[config.mk]
export PLATFORM = sky130hd
export DESIGN_NAME = delayed_work_timer_queue_flat
export DESIGN_NICKNAME = d
export VERILOG_FILES = /design/src/hdl/dwtq_pkg.sv /design/src/hdl/dwtq_if.sv /design/src/hdl/dwtq_ram.sv /design/src/hdl/dwtq_emit.sv /design/src/hdl/delayed_work_timer_queue.sv /design/src/flat_wrapper.sv
export SDC_FILE = /design/constraint.sdc
export NUM_CORES = 1
export LEC_CHECK = 0
export ABC_AREA = 1
export BUFFER_PORTS_ARGS = -buffer_cell sky130_fd_sc_hd__buf_2
export CAP_MARGIN = 40
export CORE_ASPECT_RATIO = 0.6
export CORE_MARGIN = 2
export CORE_UTILIZATION = 45
export DETAILED_ROUTE_END_ITERATION = 10
export PLACE_DENSITY = 0.61
export REMOVE_ABC_BUFFERS = 1
export SETUP_SLACK_MARGIN = 0.4
export SLEW_MARGIN = 30
export SYNTH_ARGS = -nofsm -noshare
export SYNTH_HDL_FRONTEND = slang
export SYNTH_SLANG_ARGS = --single-unit
[constraint.sdc]
create_clock -name clk -period 7.75 [get_ports clk]
set_input_delay 1.55 -clock clk [delete_from_list [all_inputs] [get_ports clk]]
set_output_delay 1.55 -clock clk [all_outputs]
set_load 0.01 [all_outputs]
[src/hdl/dwtq_pkg.sv]
// ----------------------------------------------------------------------------
// dwtq_pkg
// Shared widths, command codes and handoff types of the delayed work timer
// queue.
// ----------------------------------------------------------------------------
package dwtq_pkg;

  localparam int unsigned NUM_SLOTS_DEF = 16;
  localparam int unsigned TIME_BITS_DEF = 32;

  localparam int unsigned CMD_W   = 2;
  localparam int unsigned ID_W    = 4;
  localparam int unsigned DELAY_W = 24;

  localparam int unsigned MAX_FIRE   = 16;
  localparam int unsigned FIRE_W     = $clog2(MAX_FIRE + 1);
  localparam int unsigned FIRE_IDX_W = $clog2(MAX_FIRE);

  localparam logic [DELAY_W-1:0] DELAY_MAX = {DELAY_W{1'b1}};

  typedef enum logic [CMD_W-1:0] {
    CMD_SCHEDULE = 2'd0,
    CMD_CANCEL   = 2'd1,
    CMD_QUERY    = 2'd2,
    CMD_TICK     = 2'd3
  } cmd_t;

  typedef struct packed {
    logic               tick;
    logic [FIRE_W-1:0]  nfired;
    logic               was_pending;
    logic               queue_empty;
    logic [DELAY_W-1:0] next_delay;
  } summary_t;

  typedef struct packed {
    logic                  wr;
    logic [FIRE_IDX_W-1:0] idx;
    logic [ID_W-1:0]       id;
  } fire_wr_t;

endpackage

[src/hdl/dwtq_if.sv]
// ----------------------------------------------------------------------------
// dwtq_if
// Valid/ready channels of the timer queue: command words in, result words out.
// ----------------------------------------------------------------------------
interface dwtq_req_if import dwtq_pkg::*; ();
  logic               valid;
  logic               ready;
  logic [CMD_W-1:0]   command;
  logic [ID_W-1:0]    work_id;
  logic [DELAY_W-1:0] delay;

  modport source (output valid, command, work_id, delay, input ready);
  modport sink   (input valid, command, work_id, delay, output ready);
endinterface

interface dwtq_rsp_if import dwtq_pkg::*; ();
  logic               valid;
  logic               ready;
  logic               fired_valid;
  logic [ID_W-1:0]    fired_id;
  logic               was_pending;
  logic               queue_empty;
  logic [DELAY_W-1:0] next_delay;
  logic               last;

  modport source (output valid, fired_valid, fired_id, was_pending, queue_empty,
                  next_delay, last, input ready);
  modport sink   (input valid, fired_valid, fired_id, was_pending, queue_empty,
                  next_delay, last, output ready);
endinterface

[src/hdl/dwtq_ram.sv]
// ----------------------------------------------------------------------------
// dwtq_ram
// Simple dual-port RAM: one write port, one read port with registered data.
// ----------------------------------------------------------------------------
module dwtq_ram #(
  parameter int unsigned WIDTH = 8,
  parameter int unsigned DEPTH = 16
) (
  input  logic                     clk,
  input  logic                     we,
  input  logic [$clog2(DEPTH)-1:0] waddr,
  input  logic [WIDTH-1:0]         wdata,
  input  logic [$clog2(DEPTH)-1:0] raddr,
  output logic [WIDTH-1:0]         rdata
);

  logic [WIDTH-1:0] mem [DEPTH];

  always_ff @(posedge clk) begin
    if (we) begin
      mem[waddr] <= wdata;
    end
    rdata <= mem[raddr];
  end

endmodule

[src/hdl/dwtq_emit.sv]
// ----------------------------------------------------------------------------
// dwtq_emit
// Result sequencer: buffers fired slots and plays out the result words of one
// command through an output register.
// ----------------------------------------------------------------------------
module dwtq_emit import dwtq_pkg::*; (
  input  logic      clk,
  input  logic      rst,
  input  logic      start,
  input  summary_t  sum,
  input  fire_wr_t  fire_wr,
  output logic      busy,
  dwtq_rsp_if.source rsp
);

  logic [ID_W-1:0]       fire_buf [MAX_FIRE];
  summary_t              sum_r;
  logic [FIRE_IDX_W-1:0] k;

  logic               out_valid;
  logic               out_fired;
  logic [ID_W-1:0]    out_id;
  logic               out_wp;
  logic               out_empty;
  logic [DELAY_W-1:0] out_delay;
  logic               out_last;

  logic fired;
  logic is_last;
  logic load;

  assign fired   = sum_r.tick && (sum_r.nfired != '0);
  assign is_last = !fired || ((FIRE_W'(k) + FIRE_W'(1)) == sum_r.nfired);
  assign load    = busy && (!out_valid || rsp.ready);

  always_ff @(posedge clk) begin
    if (fire_wr.wr) begin
      fire_buf[fire_wr.idx] <= fire_wr.id;
    end
  end

  always_ff @(posedge clk) begin
    if (rst) begin
      busy      <= 1'b0;
      out_valid <= 1'b0;
      k         <= '0;
    end else begin
      if (start) begin
        busy  <= 1'b1;
        sum_r <= sum;
        k     <= '0;
      end else if (load) begin
        if (is_last) begin
          busy <= 1'b0;
        end else begin
          k <= k + FIRE_IDX_W'(1);
        end
      end

      if (load) begin
        out_valid <= 1'b1;
        out_fired <= fired;
        out_id    <= fired ? fire_buf[k] : '0;
        out_wp    <= sum_r.tick ? 1'b0 : sum_r.was_pending;
        out_empty <= sum_r.queue_empty;
        out_delay <= sum_r.next_delay;
        out_last  <= is_last;
      end else if (rsp.ready) begin
        out_valid <= 1'b0;
      end
    end
  end

  assign rsp.valid       = out_valid;
  assign rsp.fired_valid = out_fired;
  assign rsp.fired_id    = out_id;
  assign rsp.was_pending = out_wp;
  assign rsp.queue_empty = out_empty;
  assign rsp.next_delay  = out_delay;
  assign rsp.last        = out_last;

endmodule

[src/hdl/delayed_work_timer_queue.sv]
// ----------------------------------------------------------------------------
// delayed_work_timer_queue
// Software-style delayed work list: slots armed with a deadline, fired in
// arming order on millisecond ticks.
//
// req carries command words (schedule, cancel, query, tick) with a slot
// number and a delay. rsp returns result words; the final word of a command
// has last set. Non-tick commands and ticks with nothing due give one word,
// a tick that fires N slots gives N words in arming order (at most 16).
//
// Each command walks the order list RAM once, one entry per cycle, reading
// the slot's deadline from the target RAM in the following cycle. Once the
// walk is done, the result words go out through the output register. One
// command is in flight at a time; a new command is taken while the last
// result word still waits in the output register.
//
// Reset clears the time counter, the pending marks and the list length; the
// RAMs need no clearing. If rsp stalls, results hold in the output register
// and the next command waits until the last word of the current one has
// reached the output register.
// ----------------------------------------------------------------------------
module delayed_work_timer_queue import dwtq_pkg::*; #(
  parameter int unsigned NUM_SLOTS = NUM_SLOTS_DEF,
  parameter int unsigned TIME_BITS = TIME_BITS_DEF
) (
  input logic        clk,
  input logic        rst,
  dwtq_req_if.sink   req,
  dwtq_rsp_if.source rsp
);

  localparam int unsigned SLOT_W = $clog2(NUM_SLOTS);
  localparam int unsigned CNT_W  = $clog2(NUM_SLOTS + 1);
  localparam int unsigned SAT_W  = (TIME_BITS > DELAY_W) ? TIME_BITS : DELAY_W;
  localparam logic [SAT_W-1:0] DELAY_CAP = SAT_W'((64'd1 << (TIME_BITS - 1)) - 64'd1);
  localparam logic [SAT_W-1:0] OUT_CAP   = SAT_W'(DELAY_MAX);

  typedef enum logic {ST_IDLE, ST_PASS} state_t;

  state_t                state;
  logic [TIME_BITS-1:0]  now;
  logic [NUM_SLOTS-1:0]  pending;
  logic [CNT_W-1:0]      count;
  logic [CNT_W-1:0]      rd_idx;
  logic [CNT_W-1:0]      wr_idx;
  logic                  s1_valid;
  logic                  s2_valid;
  logic [SLOT_W-1:0]     s2_slot;
  logic [FIRE_W-1:0]     nfired;
  logic [TIME_BITS-1:0]  min_rem;
  cmd_t                  cmd_r;
  logic [SLOT_W-1:0]     id_r;
  logic                  wp_r;

  logic                  accept;
  cmd_t                  req_cmd;
  logic [SLOT_W-1:0]     req_slot;
  logic                  req_ok;
  logic                  req_wp;
  logic                  sched_ok;
  logic [SAT_W-1:0]      delay_w;
  logic [SAT_W-1:0]      delay_sat;

  logic                  issue;
  logic                  pass_done;
  logic                  emit_busy;

  logic                  order_we;
  logic [SLOT_W-1:0]     order_waddr;
  logic [SLOT_W-1:0]     order_wdata;
  logic [SLOT_W-1:0]     order_rdata;
  logic [TIME_BITS-1:0]  target_wdata;
  logic [TIME_BITS-1:0]  target_rdata;

  logic [TIME_BITS-1:0]  diff;
  logic                  due;
  logic [TIME_BITS-1:0]  rem;
  logic                  fire;
  logic                  drop;
  logic                  keep;
  logic [SAT_W-1:0]      min_w;

  summary_t              sum;
  fire_wr_t              fire_wr;

  assign req.ready = (state == ST_IDLE) && !emit_busy;
  assign accept    = req.valid && req.ready;
  assign req_cmd   = cmd_t'(req.command);
  assign req_slot  = SLOT_W'(req.work_id);
  assign req_ok    = 32'(req.work_id) < NUM_SLOTS;
  assign req_wp    = (req_cmd != CMD_TICK) && req_ok && pending[req_slot];
  assign sched_ok  = accept && (req_cmd == CMD_SCHEDULE) && req_ok && !req_wp &&
                     (count < CNT_W'(NUM_SLOTS));
  assign delay_w   = SAT_W'(req.delay);
  assign delay_sat = (delay_w > DELAY_CAP) ? DELAY_CAP : delay_w;

  assign issue     = (state == ST_PASS) && (rd_idx < count);
  assign pass_done = (state == ST_PASS) && !issue && !s1_valid && !s2_valid;

  // deadline test on the entry leaving the walk
  assign diff = target_rdata - now;
  assign due  = diff[TIME_BITS-1] || (diff == '0);
  assign rem  = due ? '0 : diff;
  assign fire = s2_valid && (cmd_r == CMD_TICK) && due && (nfired < FIRE_W'(MAX_FIRE));
  assign drop = fire ||
                (s2_valid && (cmd_r == CMD_CANCEL) && wp_r && (s2_slot == id_r));
  assign keep = s2_valid && !drop;

  assign order_we     = sched_ok || keep;
  assign order_waddr  = sched_ok ? count[SLOT_W-1:0] : wr_idx[SLOT_W-1:0];
  assign order_wdata  = sched_ok ? req_slot : s2_slot;
  assign target_wdata = now + TIME_BITS'(delay_sat);

  assign min_w = SAT_W'(min_rem);

  always_comb begin
    sum.tick        = (cmd_r == CMD_TICK);
    sum.nfired      = nfired;
    sum.was_pending = wp_r;
    sum.queue_empty = (wr_idx == '0);
    if (wr_idx == '0) begin
      sum.next_delay = '0;
    end else if (min_w > OUT_CAP) begin
      sum.next_delay = DELAY_MAX;
    end else begin
      sum.next_delay = DELAY_W'(min_w);
    end
  end

  assign fire_wr.wr  = fire;
  assign fire_wr.idx = nfired[FIRE_IDX_W-1:0];
  assign fire_wr.id  = ID_W'(s2_slot);

  always_ff @(posedge clk) begin
    if (rst) begin
      state    <= ST_IDLE;
      now      <= '0;
      pending  <= '0;
      count    <= '0;
      rd_idx   <= '0;
      wr_idx   <= '0;
      s1_valid <= 1'b0;
      s2_valid <= 1'b0;
      nfired   <= '0;
    end else begin
      unique case (state)
        ST_IDLE: begin
          if (accept) begin
            cmd_r   <= req_cmd;
            id_r    <= req_slot;
            wp_r    <= req_wp;
            rd_idx  <= '0;
            wr_idx  <= '0;
            nfired  <= '0;
            min_rem <= '1;
            if (req_cmd == CMD_TICK) begin
              now <= now + TIME_BITS'(1);
            end
            if (sched_ok) begin
              pending[req_slot] <= 1'b1;
              count             <= count + CNT_W'(1);
            end
            if ((req_cmd == CMD_CANCEL) && req_wp) begin
              pending[req_slot] <= 1'b0;
            end
            state <= ST_PASS;
          end
        end
        ST_PASS: begin
          s1_valid <= issue;
          s2_valid <= s1_valid;
          s2_slot  <= order_rdata;
          if (issue) begin
            rd_idx <= rd_idx + CNT_W'(1);
          end
          if (keep) begin
            wr_idx <= wr_idx + CNT_W'(1);
            if (rem < min_rem) begin
              min_rem <= rem;
            end
          end
          if (fire) begin
            nfired           <= nfired + FIRE_W'(1);
            pending[s2_slot] <= 1'b0;
          end
          if (pass_done) begin
            count <= wr_idx;
            state <= ST_IDLE;
          end
        end
        default: state <= ST_IDLE;
      endcase
    end
  end

  dwtq_ram #(
    .WIDTH (SLOT_W),
    .DEPTH (NUM_SLOTS)
  ) u_order (
    .clk   (clk),
    .we    (order_we),
    .waddr (order_waddr),
    .wdata (order_wdata),
    .raddr (rd_idx[SLOT_W-1:0]),
    .rdata (order_rdata)
  );

  dwtq_ram #(
    .WIDTH (TIME_BITS),
    .DEPTH (NUM_SLOTS)
  ) u_target (
    .clk   (clk),
    .we    (sched_ok),
    .waddr (req_slot),
    .wdata (target_wdata),
    .raddr (order_rdata),
    .rdata (target_rdata)
  );

  dwtq_emit u_emit (
    .clk     (clk),
    .rst     (rst),
    .start   (pass_done),
    .sum     (sum),
    .fire_wr (fire_wr),
    .busy    (emit_busy),
    .rsp     (rsp)
  );

  a_count_bound: assert property (@(posedge clk) disable iff (rst)
    count <= CNT_W'(NUM_SLOTS))
    else $error("order list longer than slot count");

  a_pending_count: assert property (@(posedge clk) disable iff (rst)
    (state == ST_IDLE) |-> ($countones(pending) == int'(count)))
    else $error("pending marks disagree with order list length");

  a_order_hazard: assert property (@(posedge clk) disable iff (rst)
    !(order_we && issue && (order_waddr == rd_idx[SLOT_W-1:0])))
    else $error("order list write overlaps pending read");

  a_handoff: assert property (@(posedge clk) disable iff (rst)
    pass_done |=> ((state == ST_IDLE) && emit_busy))
    else $error("result sequencer did not take the command summary");

endmodule
[src/flat_wrapper.sv]
// flat-port wrapper written by rule: the top's interface ports become plain ports
module delayed_work_timer_queue_flat import dwtq_pkg::*;
#(
  parameter int unsigned NUM_SLOTS = NUM_SLOTS_DEF,
  parameter int unsigned TIME_BITS = TIME_BITS_DEF
)
  (clk, rst, req_valid, req_command, req_work_id, req_delay, req_ready, rsp_valid, rsp_fired_valid, rsp_fired_id, rsp_was_pending, rsp_queue_empty, rsp_next_delay, rsp_last, rsp_ready);
  dwtq_req_if req_i ();
  dwtq_rsp_if rsp_i ();
  input logic clk;
  input logic rst;
  input wire logic [$bits(req_i.valid)-1:0] req_valid;
  input wire logic [$bits(req_i.command)-1:0] req_command;
  input wire logic [$bits(req_i.work_id)-1:0] req_work_id;
  input wire logic [$bits(req_i.delay)-1:0] req_delay;
  output wire logic [$bits(req_i.ready)-1:0] req_ready;
  output wire logic [$bits(rsp_i.valid)-1:0] rsp_valid;
  output wire logic [$bits(rsp_i.fired_valid)-1:0] rsp_fired_valid;
  output wire logic [$bits(rsp_i.fired_id)-1:0] rsp_fired_id;
  output wire logic [$bits(rsp_i.was_pending)-1:0] rsp_was_pending;
  output wire logic [$bits(rsp_i.queue_empty)-1:0] rsp_queue_empty;
  output wire logic [$bits(rsp_i.next_delay)-1:0] rsp_next_delay;
  output wire logic [$bits(rsp_i.last)-1:0] rsp_last;
  input wire logic [$bits(rsp_i.ready)-1:0] rsp_ready;
  assign req_i.valid = req_valid;
  assign req_i.command = req_command;
  assign req_i.work_id = req_work_id;
  assign req_i.delay = req_delay;
  assign req_ready = req_i.ready;
  assign rsp_valid = rsp_i.valid;
  assign rsp_fired_valid = rsp_i.fired_valid;
  assign rsp_fired_id = rsp_i.fired_id;
  assign rsp_was_pending = rsp_i.was_pending;
  assign rsp_queue_empty = rsp_i.queue_empty;
  assign rsp_next_delay = rsp_i.next_delay;
  assign rsp_last = rsp_i.last;
  assign rsp_i.ready = rsp_ready;
  delayed_work_timer_queue #(.NUM_SLOTS(NUM_SLOTS), .TIME_BITS(TIME_BITS)) u_core (.clk(clk), .rst(rst), .req(req_i), .rsp(rsp_i));
endmodule
# == Yosys cells after proc, flatten, opt, wreduce, memory -nomap -nowiden ==
# Memory sizes are Yosys's and may differ from the RTL's. A register that Yosys moved wholly into a read port is not among the register bits.
# Cells that the tools add are included.
# Widths: inputs -> output; s select.
# classes
bitwise,8
n_addsub,9
reduce_logical,56
n_lt_le_gt_ge,10
muxes,48
n_eq_ne,14
# ops
operator,n
$mux 32,4
$mux 16,7
$pmux 32 s2,1
$pmux 5 s2,4
$mux 5,7
$add 32x1->32 const B,1
$add 32x32->32,1
$and 16x16->16,2
$gt 32x24->1 const B,1
$logic_not 32->1,1
$lt 32x32->1,1
$not 16->16,2
$pmux 16 s2,1
$sub 32x32->32,1
$gt 24x31->1 const B,1
$mux 31,1
$mux 24,1
$logic_and 1x1->1,22
$add 5x1->5 const B,4
$mux 1,16
$or 16x16->16,1
$reduce_and 2->1,8
$ne 2x2->1 const B,6
$lt 4x5->1 const B,2
other kinds (24),49
# totals
memories,3
register_bits,180
input_bits,34
ram_bits,640
# memory_table
name,depth,width,rd,rd_ports_with_merged_regs,write_ports,line_no,rtl
u_core.u_target.mem,16,32,1,1,1,dwtq_ram.sv:17,logic [WIDTH-1:0] mem [DEPTH];
u_core.u_emit.fire_buf,16,4,1,1,1,dwtq_emit.sv:16,logic [ID_W-1:0] fire_buf [MAX_FIRE];
u_core.u_order.mem,16,4,1,1,1,dwtq_ram.sv:17,

# == Depth between registers and ports, before layout ==
# Gate-level depths: netlist of run 1.
# logic_depth
ltp_word,14
mapped_depth,35
mapped_depth_nobuf,34

# == By module ==
# From an unflattened synthesis of run 1, not the netlist that was laid out.
# hier_totals
cells_unflattened,4403
hier_area_um2,41389.7
# modules_own_cells
mod,cells_each,instances,area_per_inst_um2
dwtq_ram (u_core.u_target),2120,1,22730.6
delayed_work_timer_queue,1628,1,10598.9
dwtq_emit,365,1,5093.6
dwtq_ram (u_core.u_order),290,1,2966.6

# == Worst setup path after synthesis of run 1 ==
# No wires, ideal clock.
# synth_timing
path_kind,reg2reg
startpoint,register u_core.now[0]
endpoint,register u_core.min_rem[0] (enable)
period_less_slack_ns,5.518
stages_incl_launch_ff,28
arrival_time_ns,5.086
slack_ns,2.232
path_buffers,1
t_required_ns,7.318
cell_sequence,dfxtp_1 -> ha_1 -> inv_1 -> fa_1 -> nand3_1 -> nand2_2 -> nand2_1 -> nand2_2 -> nand2_1 -> nand2_2 -> xnor2_1 -> nand2_1 -> nor2_1 -> nand2_1 -> nor2_1 -> nand2_1 -> nand2_4 -> clkbuf_1 -> nor2_1 -> ha_1 -> a21oi_1 -> nor2_1 -> a211oi_1 -> o21a_1 -> o21ai_0 -> a21oi_1 -> nand2_1 -> a21oi_1
# synth_via
elab_cells_between_ends,13
cone_classes,add/sub (1); order compare (1); eq/ne (2); mux (1); reduce/logical (8)
# synth_rtl
item,line_no,rtl
start: declaration,delayed_work_timer_queue.sv:41,logic [TIME_BITS-1:0] now;
start signal: assignment,delayed_work_timer_queue.sv:157,now <= now + TIME_BITS'(1);
$sub 32x32->32 (*),delayed_work_timer_queue.sv:101,assign diff = target_rdata - now;
$logic_not 32->1,delayed_work_timer_queue.sv:102,assign due = diff[TIME_BITS-1] || (diff == '0);
$logic_or 1x1->1,delayed_work_timer_queue.sv:102,
$mux 32 (*),delayed_work_timer_queue.sv:103,assign rem = due ? '0 : diff;
named net u_core.rem[17],delayed_work_timer_queue.sv:77,logic [TIME_BITS-1:0] rem;
$lt 32x32->1 (*),delayed_work_timer_queue.sv:178,if (rem < min_rem) begin
$ne 2x2->1 (no line) (*),-,
$reduce_and 4->1 (no line) (*),-,
end signal: assignment,delayed_work_timer_queue.sv:179,min_rem <= rem;
end: declaration,delayed_work_timer_queue.sv:50,logic [TIME_BITS-1:0] min_rem;
# Mark *: on every way through the listed nets, which the timed path passes. The rest lies on a longest branch.
# A chain may end at the register's enable or synchronous reset.

# == Final worst setup path of run 1 ==
# layout_timing
startpoint,register u_core.now[12]
endpoint,register u_core.min_rem[1] (enable)
# Same word-level chain as after synthesis.

==> flow_results.xml, run 1 <==
<?xml version="1.0" encoding="UTF-8"?>
<metrics>
  <group name="clock_network">
    <metric name="cts_tree" unit="">built</metric>
    <metric name="clk_pin_slew_worst_paths" unit="ns">0.06</metric>
    <metric name="cts.hold.buffers_added" unit="">0</metric>
    <metric name="cts_root_buffer" unit="">sky130_fd_sc_hd__clkbuf_16</metric>
    <metric name="post_cts.resized_instances" unit="">0</metric>
    <metric name="tritoncts_buffers" unit="">79</metric>
    <metric name="clock_latency" unit="ns">0.67</metric>
    <metric name="clock_sink_count" unit="">860</metric>
    <metric name="cts_max_level" unit="">3</metric>
    <metric name="cts-root-to-sink-buffers" unit="">3</metric>
    <metric name="postCtsSetupRepairBufs" unit="">0</metric>
  </group>
  <group name="global_route">
    <metric name="global_route.usage.total" unit="%">23.3</metric>
    <metric name="grt_overflow_total" unit="">0</metric>
    <metric name="grt_max_degree" unit="">193</metric>
    <metric name="global_route_wire_length_before_repair" unit="microns">155000</metric>
    <metric name="grt_antenna_before_repair" unit="">1</metric>
    <metric name="first_global_vias" unit="">24228</metric>
  </group>
  <group name="critical_path">
    <metric name="timing.rr.start" unit="">u_core.now[12]</metric>
    <metric name="critical_path.most_common_cell" unit="">sky130_fd_sc_hd__nand2_1</metric>
    <metric name="required_time_of_the_worst_setup_path" unit="ns">8.11</metric>
    <metric name="path_class" unit="">flop to flop</metric>
    <metric name="critPathMaxStageDelay" unit="ns">0.45</metric>
    <metric name="critical_path_peak_fanout" unit="">44</metric>
    <metric name="worstSetupStartpointType" unit="">flop</metric>
    <metric name="crit_path_top_delay_cell" unit="">sky130_fd_sc_hd__ha_1</metric>
    <metric name="crit_arrival" unit="ns">6.16</metric>
    <metric name="worst_setup_path_startpoint" unit="">u_core.now[12]</metric>
    <metric name="cp-end-kind" unit="">flop</metric>
  </group>
  <group name="detailed_routing">
    <metric name="routed_wl" unit="microns">104000</metric>
    <metric name="routed_wire_length_per_instance" unit="microns">21.7</metric>
    <metric name="detailedRoute.firstIterationViolations" unit="">2823</metric>
    <metric name="vias" unit="">26279</metric>
    <metric name="detail_route.drc_violations" unit="">0</metric>
    <metric name="drtPass1Iterations" unit="">7</metric>
    <metric name="postRouteAntennaNets" unit="">0</metric>
    <metric name="via_per_inst" unit="">5.47</metric>
  </group>
  <group name="job">
    <metric name="maxCapViolations" unit="">0</metric>
  </group>
  <group name="floorplan">
    <metric name="io_pins" unit="">68</metric>
    <metric name="core" unit="sq mm">0.0856</metric>
    <metric name="fp.dieArea" unit="sq mm">0.0889</metric>
    <metric name="die_width" unit="microns">384</metric>
    <metric name="core.rowCount" unit="">83</metric>
    <metric name="chipHeight" unit="microns">232</metric>
    <metric name="starting_utilization_of_the_core_area" unit="%">45.5</metric>
  </group>
  <group name="min_path">
    <metric name="worstHoldStart" unit="">u_core.u_emit.sum_r[3]</metric>
    <metric name="hp-class" unit="">flop to flop</metric>
  </group>
  <group name="synthesis">
    <metric name="simple_gate_portion_of_the_synthesized_area" unit="%">10.7</metric>
    <metric name="syn_inst" unit="">3508</metric>
    <metric name="complex_gate_fraction_of_the_synthesized_area" unit="%">11.9</metric>
    <metric name="yosys_warning_count" unit="">0</metric>
    <metric name="flops_latches_synth" unit="">860</metric>
    <metric name="main_combinational_cell_family_by_area_after_synthesis" unit="">compound AO/OA/AOI/OAI gates</metric>
    <metric name="synth_edf_count" unit="">747</metric>
    <metric name="post_synth_instance_area" unit="sq mm">0.0389</metric>
    <metric name="dominantRegCellSynth" unit="">sky130_fd_sc_hd__edfxtp_1</metric>
    <metric name="post_synth_main_area_contributors" unit="">sky130_fd_sc_hd__edfxtp_1, sky130_fd_sc_hd__dfxtp_1, sky130_fd_sc_hd__nand2_1, sky130_fd_sc_hd__inv_1, sky130_fd_sc_hd__mux2i_1</metric>
    <metric name="synth.largest_area_cell" unit="">sky130_fd_sc_hd__edfxtp_1</metric>
    <metric name="synthXorXnorAreaFrac" unit="%">1.21</metric>
    <metric name="post_synth_fa_ha_maj_area_fraction" unit="%">3.32</metric>
    <metric name="number_of_unique_standard_cell_types_used_by_synthesis" unit="">64</metric>
    <metric name="synth_mux_area_share" unit="%">3.60</metric>
    <metric name="fraction_of_registers_with_async_set_or_reset_after_synthesis" unit="%">0</metric>
    <metric name="synth_top_cell_area_share" unit="%">57.6</metric>
    <metric name="synth.avg_cell_area" unit="sq um">11.1</metric>
    <metric name="synth_seq_area_share" unit="%">63.5</metric>
  </group>
  <group name="timing">
    <metric name="fin_worst_hold_slack" unit="ns">0.418</metric>
    <metric name="min_period_over_period" unit="%">74.9</metric>
    <metric name="tightest_slew" unit="ns">0.874</metric>
    <metric name="worst_clock_skew" unit="ns">0.0287</metric>
    <metric name="max-slew-margin-rel" unit="%">41.6</metric>
    <metric name="slew_viol_final" unit="">0</metric>
    <metric name="finalWorstPathRequiredPeriod" unit="ns">5.80</metric>
    <metric name="rsz0062_at_grt" unit="">false</metric>
    <metric name="fin_tns_setup" unit="ns">0</metric>
    <metric name="setup-violations-final" unit="">0</metric>
    <metric name="clock.fmax" unit="MHz">172</metric>
    <metric name="final_hold_violation_count" unit="">0</metric>
  </group>
  <group name="pwr">
    <metric name="power.density_cell_area" unit="mW/mm^2">336</metric>
    <metric name="irDropWorstVdd" unit="mV">0.287</metric>
    <metric name="power.leakage" unit="nW">16.5</metric>
    <metric name="p_total" unit="mW">14.8</metric>
  </group>
  <group name="placed_design">
    <metric name="dpl-instance-area" unit="sq mm">0.0412</metric>
    <metric name="dp.cells" unit="">4652</metric>
    <metric name="place.detailed.hpwl" unit="microns">67400</metric>
    <metric name="port_buffers" unit="">67</metric>
    <metric name="gp_congestion" unit="">0.918</metric>
  </group>
  <group name="finish">
    <metric name="final_design_area_no_fill" unit="sq mm">0.0439</metric>
    <metric name="final_non_filler_cell_total" unit="">4801</metric>
    <metric name="n_antenna_cell" unit="">0</metric>
    <metric name="drive_above_1_share" unit="%">10.2</metric>
    <metric name="highest_count_cells_in_the_layout_ignoring_fill_and_taps" unit="">sky130_fd_sc_hd__edfxtp_1, sky130_fd_sc_hd__nand2_1, sky130_fd_sc_hd__inv_1</metric>
    <metric name="most_common_library_cell_in_the_layout_ignoring_fill_and_taps" unit="">sky130_fd_sc_hd__edfxtp_1</metric>
    <metric name="num-nets-final" unit="">3727</metric>
    <metric name="area_growth" unit="%">12.8</metric>
  </group>
  <group name="run_status">
    <metric name="outcome" unit="">finished, final reports clean</metric>
  </group>
</metrics>
## critical path: cells and delay by family, from the launching register on
family / cells / cell delay (ns)
adder cells (fa/ha/maj): 2 / 0.77
buffers and inverters: 6 / 1.17
flip-flops: 1 / 0.40
AND/OR/NAND/NOR: 17 / 2.32
AO/OA/AOI/OAI: 5 / 0.84
## routing by layer
| metal | vias up | wire length [microns] | global-route usage, % |
|---|---|---|---|
| li1 | 12574 | - | - |
| met5 | - | 0 | 0 |
| met2 | 925 | 42600 | 32.5 |
| met3 | 149 | 8180 | 4.96 |
| met4 | 0 | 2120 | 5.10 |
| met1 | 12631 | 51300 | 37.0 |
## final cells by class
| cell class | count | area, sq um |
|---|---|---|
| sequential | 860 | 24700 |
| fill | 7575 | 41700 |
| multi-input combinational | 2060 | 12200 |
| clock inverter | 34 | 395 |
| tap | 1147 | 1440 |
| clock buffer | 110 | 2240 |
| timing repair buffer | 149 | 1230 |
| inverter | 441 | 1670 |
## per-stage QoR
step / utilization, % / setup slack [ns]
floorplan: - / -1.78
global placement: 47.5 / 1.94
detailed placement: 48.1 / 2.13
CTS: 51.2 / 2.09
global route: 51.3 / 1.47
finish: 51.3 / 1.95
## final timing paths
kind	slack, ns	cells after the start	endpoint
min reg2reg	0.42	0	u_core.u_emit.rsp.next_delay[3]
min	0.42	0	u_core.u_emit.rsp.next_delay[3]
max	1.95	30	u_core.min_rem[1]
max reg2reg	1.95	30	u_core.min_rem[1]
## where the power goes
group	switching (mW)	internal, mW	total, mW
Clock	1.74	2.29	4.03
Sequential	0.224	5.43	5.66
Combinational	3.45	1.63	5.09
Total	5.42	9.36	14.8
## cell usage after synthesis, types with 33 or more instances
library cell	n
sky130_fd_sc_hd__dfxtp_1	113
sky130_fd_sc_hd__nor3_1	33
sky130_fd_sc_hd__a21oi_1	275
sky130_fd_sc_hd__o211ai_1	128
sky130_fd_sc_hd__nand3_1	120
sky130_fd_sc_hd__inv_1	418
sky130_fd_sc_hd__edfxtp_1	747
sky130_fd_sc_hd__mux2i_1	140
sky130_fd_sc_hd__xor2_1	40
sky130_fd_sc_hd__o22ai_1	36
sky130_fd_sc_hd__ha_1	100
sky130_fd_sc_hd__clkbuf_1	124
sky130_fd_sc_hd__nor2_1	261
sky130_fd_sc_hd__o21ai_0	278
sky130_fd_sc_hd__nand2_1	451
## state kept, by name (all words and copies together) (netlist names), 5 cells and up
name	cells
u_core.u_target.mem	512
u_core.u_emit.fire_buf	64
u_core.u_order.mem	64
u_core.min_rem	32
u_core.now	32
u_core.u_emit.sum_r	32
u_core.u_target.rdata	32
u_core.u_emit.rsp.next_delay	24
u_core.pending	16
u_core.count	5
u_core.nfired	5
u_core.rd_idx	5
u_core.wr_idx	5
## logic make-up after synthesis
group           after synthesis
simple gates                959
compound gates              805
mux                         140
other cells                   1
buf+inv                     588
fa+ha+maj                   102
xor+xnor                     53
flops                       860
(Power assumes the default switching activity.)
==> run 2: changes to the inputs <==
- clock period: 7.75 -> 5.85 ns (I/O delays scaled with it)
==> run 2 against run 1 <==
Compared with the run above:
- sequential share of layout area barely moved
- register-to-register slack worse by 1.2 ns
- critical path depth decreased by 2
==> flow_results.xml, run 2 (synthesis gave the netlist of run 1 again) <==
<?xml version="1.0" encoding="UTF-8"?>
<metrics>
  <group name="critical_path">
    <metric name="cp-end-kind" unit="">flop</metric>
    <metric name="worstSetupStartpointType" unit="">flop</metric>
    <metric name="required_time_of_the_worst_setup_path" unit="ns">6.21</metric>
    <metric name="crit_path_top_delay_cell" unit="">sky130_fd_sc_hd__dfxtp_1</metric>
    <metric name="worst-r2r-setup-slack" unit="ns">0.71</metric>
    <metric name="reg2reg_to" unit="">u_core.min_rem[12]</metric>
    <metric name="path_class" unit="">flop to flop</metric>
    <metric name="critPathMaxStageDelay" unit="ns">0.44</metric>
    <metric name="worstRegToRegCells" unit="">28</metric>
    <metric name="crit_arrival" unit="ns">5.49</metric>
    <metric name="critical_path_peak_fanout" unit="">20</metric>
    <metric name="critical_path.most_common_cell" unit="">sky130_fd_sc_hd__nand2_1</metric>
    <metric name="critPathTopFamily" unit="">simple AND/OR/NAND/NOR gates</metric>
    <metric name="cp.buffers_inverters" unit="">5</metric>
    <metric name="timing.rr.start" unit="">u_core.now[12]</metric>
  </group>
  <group name="timing">
    <metric name="fin_tns_setup" unit="ns">0</metric>
    <metric name="rsz0062_at_grt" unit="">false</metric>
    <metric name="setup-violations-final" unit="">0</metric>
    <metric name="worst_clock_skew" unit="ns">0.0286</metric>
    <metric name="slew_viol_final" unit="">0</metric>
    <metric name="final_hold_violation_count" unit="">0</metric>
    <metric name="fin_worst_hold_slack" unit="ns">0.427</metric>
    <metric name="min_period_over_period" unit="%">87.8</metric>
    <metric name="tightest_slew" unit="ns">0.913</metric>
    <metric name="finalWorstPathRequiredPeriod" unit="ns">5.14</metric>
    <metric name="max-slew-margin-rel" unit="%">39.2</metric>
    <metric name="clock.fmax" unit="MHz">195</metric>
  </group>
  <group name="pwr">
    <metric name="irDropWorstVdd" unit="mV">0.214</metric>
    <metric name="power.leakage" unit="nW">16.6</metric>
    <metric name="power.density_cell_area" unit="mW/mm^2">450</metric>
  </group>
  <group name="floorplan">
    <metric name="core.rowCount" unit="">83</metric>
    <metric name="chipHeight" unit="microns">232</metric>
    <metric name="io_pins" unit="">68</metric>
    <metric name="starting_utilization_of_the_core_area" unit="%">45.5</metric>
    <metric name="fp.dieArea" unit="sq mm">0.0889</metric>
    <metric name="core" unit="sq mm">0.0856</metric>
    <metric name="die_width" unit="microns">384</metric>
  </group>
  <group name="clock_network">
    <metric name="cts.hold.buffers_added" unit="">0</metric>
    <metric name="cts_max_level" unit="">3</metric>
    <metric name="cts_tree" unit="">built</metric>
    <metric name="clk_pin_slew_worst_paths" unit="ns">0.06</metric>
    <metric name="tritoncts_buffers" unit="">81</metric>
    <metric name="clock_latency" unit="ns">0.66</metric>
    <metric name="cts-root-to-sink-buffers" unit="">3</metric>
    <metric name="clock_sink_count" unit="">860</metric>
    <metric name="cts_root_buffer" unit="">sky130_fd_sc_hd__clkbuf_16</metric>
  </group>
  <group name="placed_design">
    <metric name="dp.cells" unit="">4657</metric>
    <metric name="dpl-instance-area" unit="sq mm">0.0411</metric>
    <metric name="place.detailed.hpwl" unit="microns">66000</metric>
    <metric name="gp_congestion" unit="">0.955</metric>
    <metric name="port_buffers" unit="">67</metric>
  </group>
  <group name="finish">
    <metric name="top_register" unit="">u_core.u_target.mem</metric>
    <metric name="drive_above_1_share" unit="%">10.6</metric>
    <metric name="area_growth" unit="%">12.9</metric>
    <metric name="n_antenna_cell" unit="">0</metric>
    <metric name="num-nets-final" unit="">3735</metric>
    <metric name="most_common_library_cell_in_the_layout_ignoring_fill_and_taps" unit="">sky130_fd_sc_hd__edfxtp_1</metric>
    <metric name="number_of_flip_flops_in_the_largest_register" unit="">512</metric>
    <metric name="filler_cell_count" unit="">7534</metric>
    <metric name="final_design_area_no_fill" unit="sq mm">0.0439</metric>
    <metric name="highest_count_cells_in_the_layout_ignoring_fill_and_taps" unit="">sky130_fd_sc_hd__edfxtp_1, sky130_fd_sc_hd__nand2_1, sky130_fd_sc_hd__inv_1</metric>
    <metric name="final_core_utilization" unit="%">51.3</metric>
    <metric name="final_non_filler_cell_total" unit="">4813</metric>
    <metric name="largestRegisters" unit="">u_core.u_target.mem x512, u_core.u_emit.fire_buf x64, u_core.u_order.mem x64</metric>
  </group>
  <group name="detailed_routing">
    <metric name="vias" unit="">26393</metric>
    <metric name="detailedRoute.firstIterationViolations" unit="">3268</metric>
    <metric name="postRouteAntennaNets" unit="">0</metric>
    <metric name="drtPass1Iterations" unit="">5</metric>
    <metric name="routed_wl" unit="microns">103000</metric>
    <metric name="routed_wire_length_per_instance" unit="microns">21.4</metric>
    <metric name="detail_route.drc_violations" unit="">0</metric>
    <metric name="via_per_inst" unit="">5.48</metric>
  </group>
  <group name="min_path">
    <metric name="worstHoldStart" unit="">u_core.u_emit.sum_r[9]</metric>
    <metric name="worst_hold_path.num_cells" unit="">0</metric>
    <metric name="hp-class" unit="">flop to flop</metric>
    <metric name="hold_end" unit="">u_core.u_emit.rsp.next_delay[9]</metric>
  </group>
  <group name="global_route">
    <metric name="grt_antenna_before_repair" unit="">3</metric>
    <metric name="grt_overflow_total" unit="">0</metric>
    <metric name="global_route.usage.total" unit="%">23.1</metric>
    <metric name="grt_max_degree" unit="">169</metric>
    <metric name="first_global_vias" unit="">24156</metric>
    <metric name="global_route_wire_length_before_repair" unit="microns">154000</metric>
  </group>
  <group name="job">
    <metric name="maxCapViolations" unit="">0</metric>
  </group>
  <group name="run_status">
    <metric name="outcome" unit="">finished, final reports clean</metric>
  </group>
</metrics>
==> run 2: cell types whose count changed in the layout (fill, tap and decap cells not counted), sizes merged <==
| cell | change |
|---|---|
| clkinvlp | +6 |
| clkinv | +8 |
| bufinv | +2 |
| buf | +6 |
| clkbuf | -10 |
==> run 2: worst register-to-register path: cells and delay by family (launching register included) <==
family                     cells  cell delay [ns]
AOI/OAI and AO/OA              5             1.00
adders and majority gates      2             0.73
buffers and inverters          5             0.77
DFF                            1             0.44
and+or+nand+nor               16             1.92
==> run 2: final cells by class <==
type                       count  area, sq um  share of cell area [%]
clock buffer                 100         2240                    5.11
clock inverter                50          536                    1.22
multi-input combinational   2060        12200                    27.8
sequential                   860        24700                    56.3
tap                         1147         1440                    3.27
inverter                     441         1670                    3.81
timing repair buffer         155         1130                    2.58
==> run 2: report_power, final <==
group,internal [mW],switching (mW),total [mW]
Combinational,2.15,4.45,6.60
Clock,3.18,2.34,5.51
Sequential,7.20,0.430,7.63
==> run 2: worst max-delay path by stage <==
stage / slack, ns / to / from / depth (start not counted)
finish: 0.71 / u_core.min_rem[12] / u_core.now[12] / 28
global route: 0.41 / u_core.min_rem[8] / u_core.now[14] / 26
CTS: 0.66 / u_core.min_rem[12] / u_core.now[12] / 28
detailed placement: 0.67 / u_core.min_rem[25] / u_core.now[12] / 28
global placement: 0.71 / u_core.min_rem[25] / u_core.now[12] / 28
floorplan: -3.68 / u_core.s2_slot[0] / u_core.u_order.rdata[0] / 0
==> run 2: what timing repair did <==
action / in CTS / in global routing
setup endpoints to repair: 0 / 32
buffers inserted: 0 / 5
gates resized for setup: 0 / 4
==> run 2: layer usage <==
layer  vias up  routed length (microns)  part of all wire [%]  GRT usage, %
li1      12618                        -                     -             -
met4         0                     1890                   1.8          5.50
met3       113                     7980                   7.8          3.90
met1     12711                    52300                    51          38.2
met5         -                        0                     0             0
met2       951                    40800                    40          31.0
==> run 2: metrics by stage <==
stage,power [mW],worst slack (ns)
2_1_floorplan,12.2,-3.68
3_3_place_gp,14.1,0.711
3_5_place_dp,14.2,0.671
4_1_cts,19.7,0.663
5_1_grt,20.9,0.409
6_report,19.7,0.715
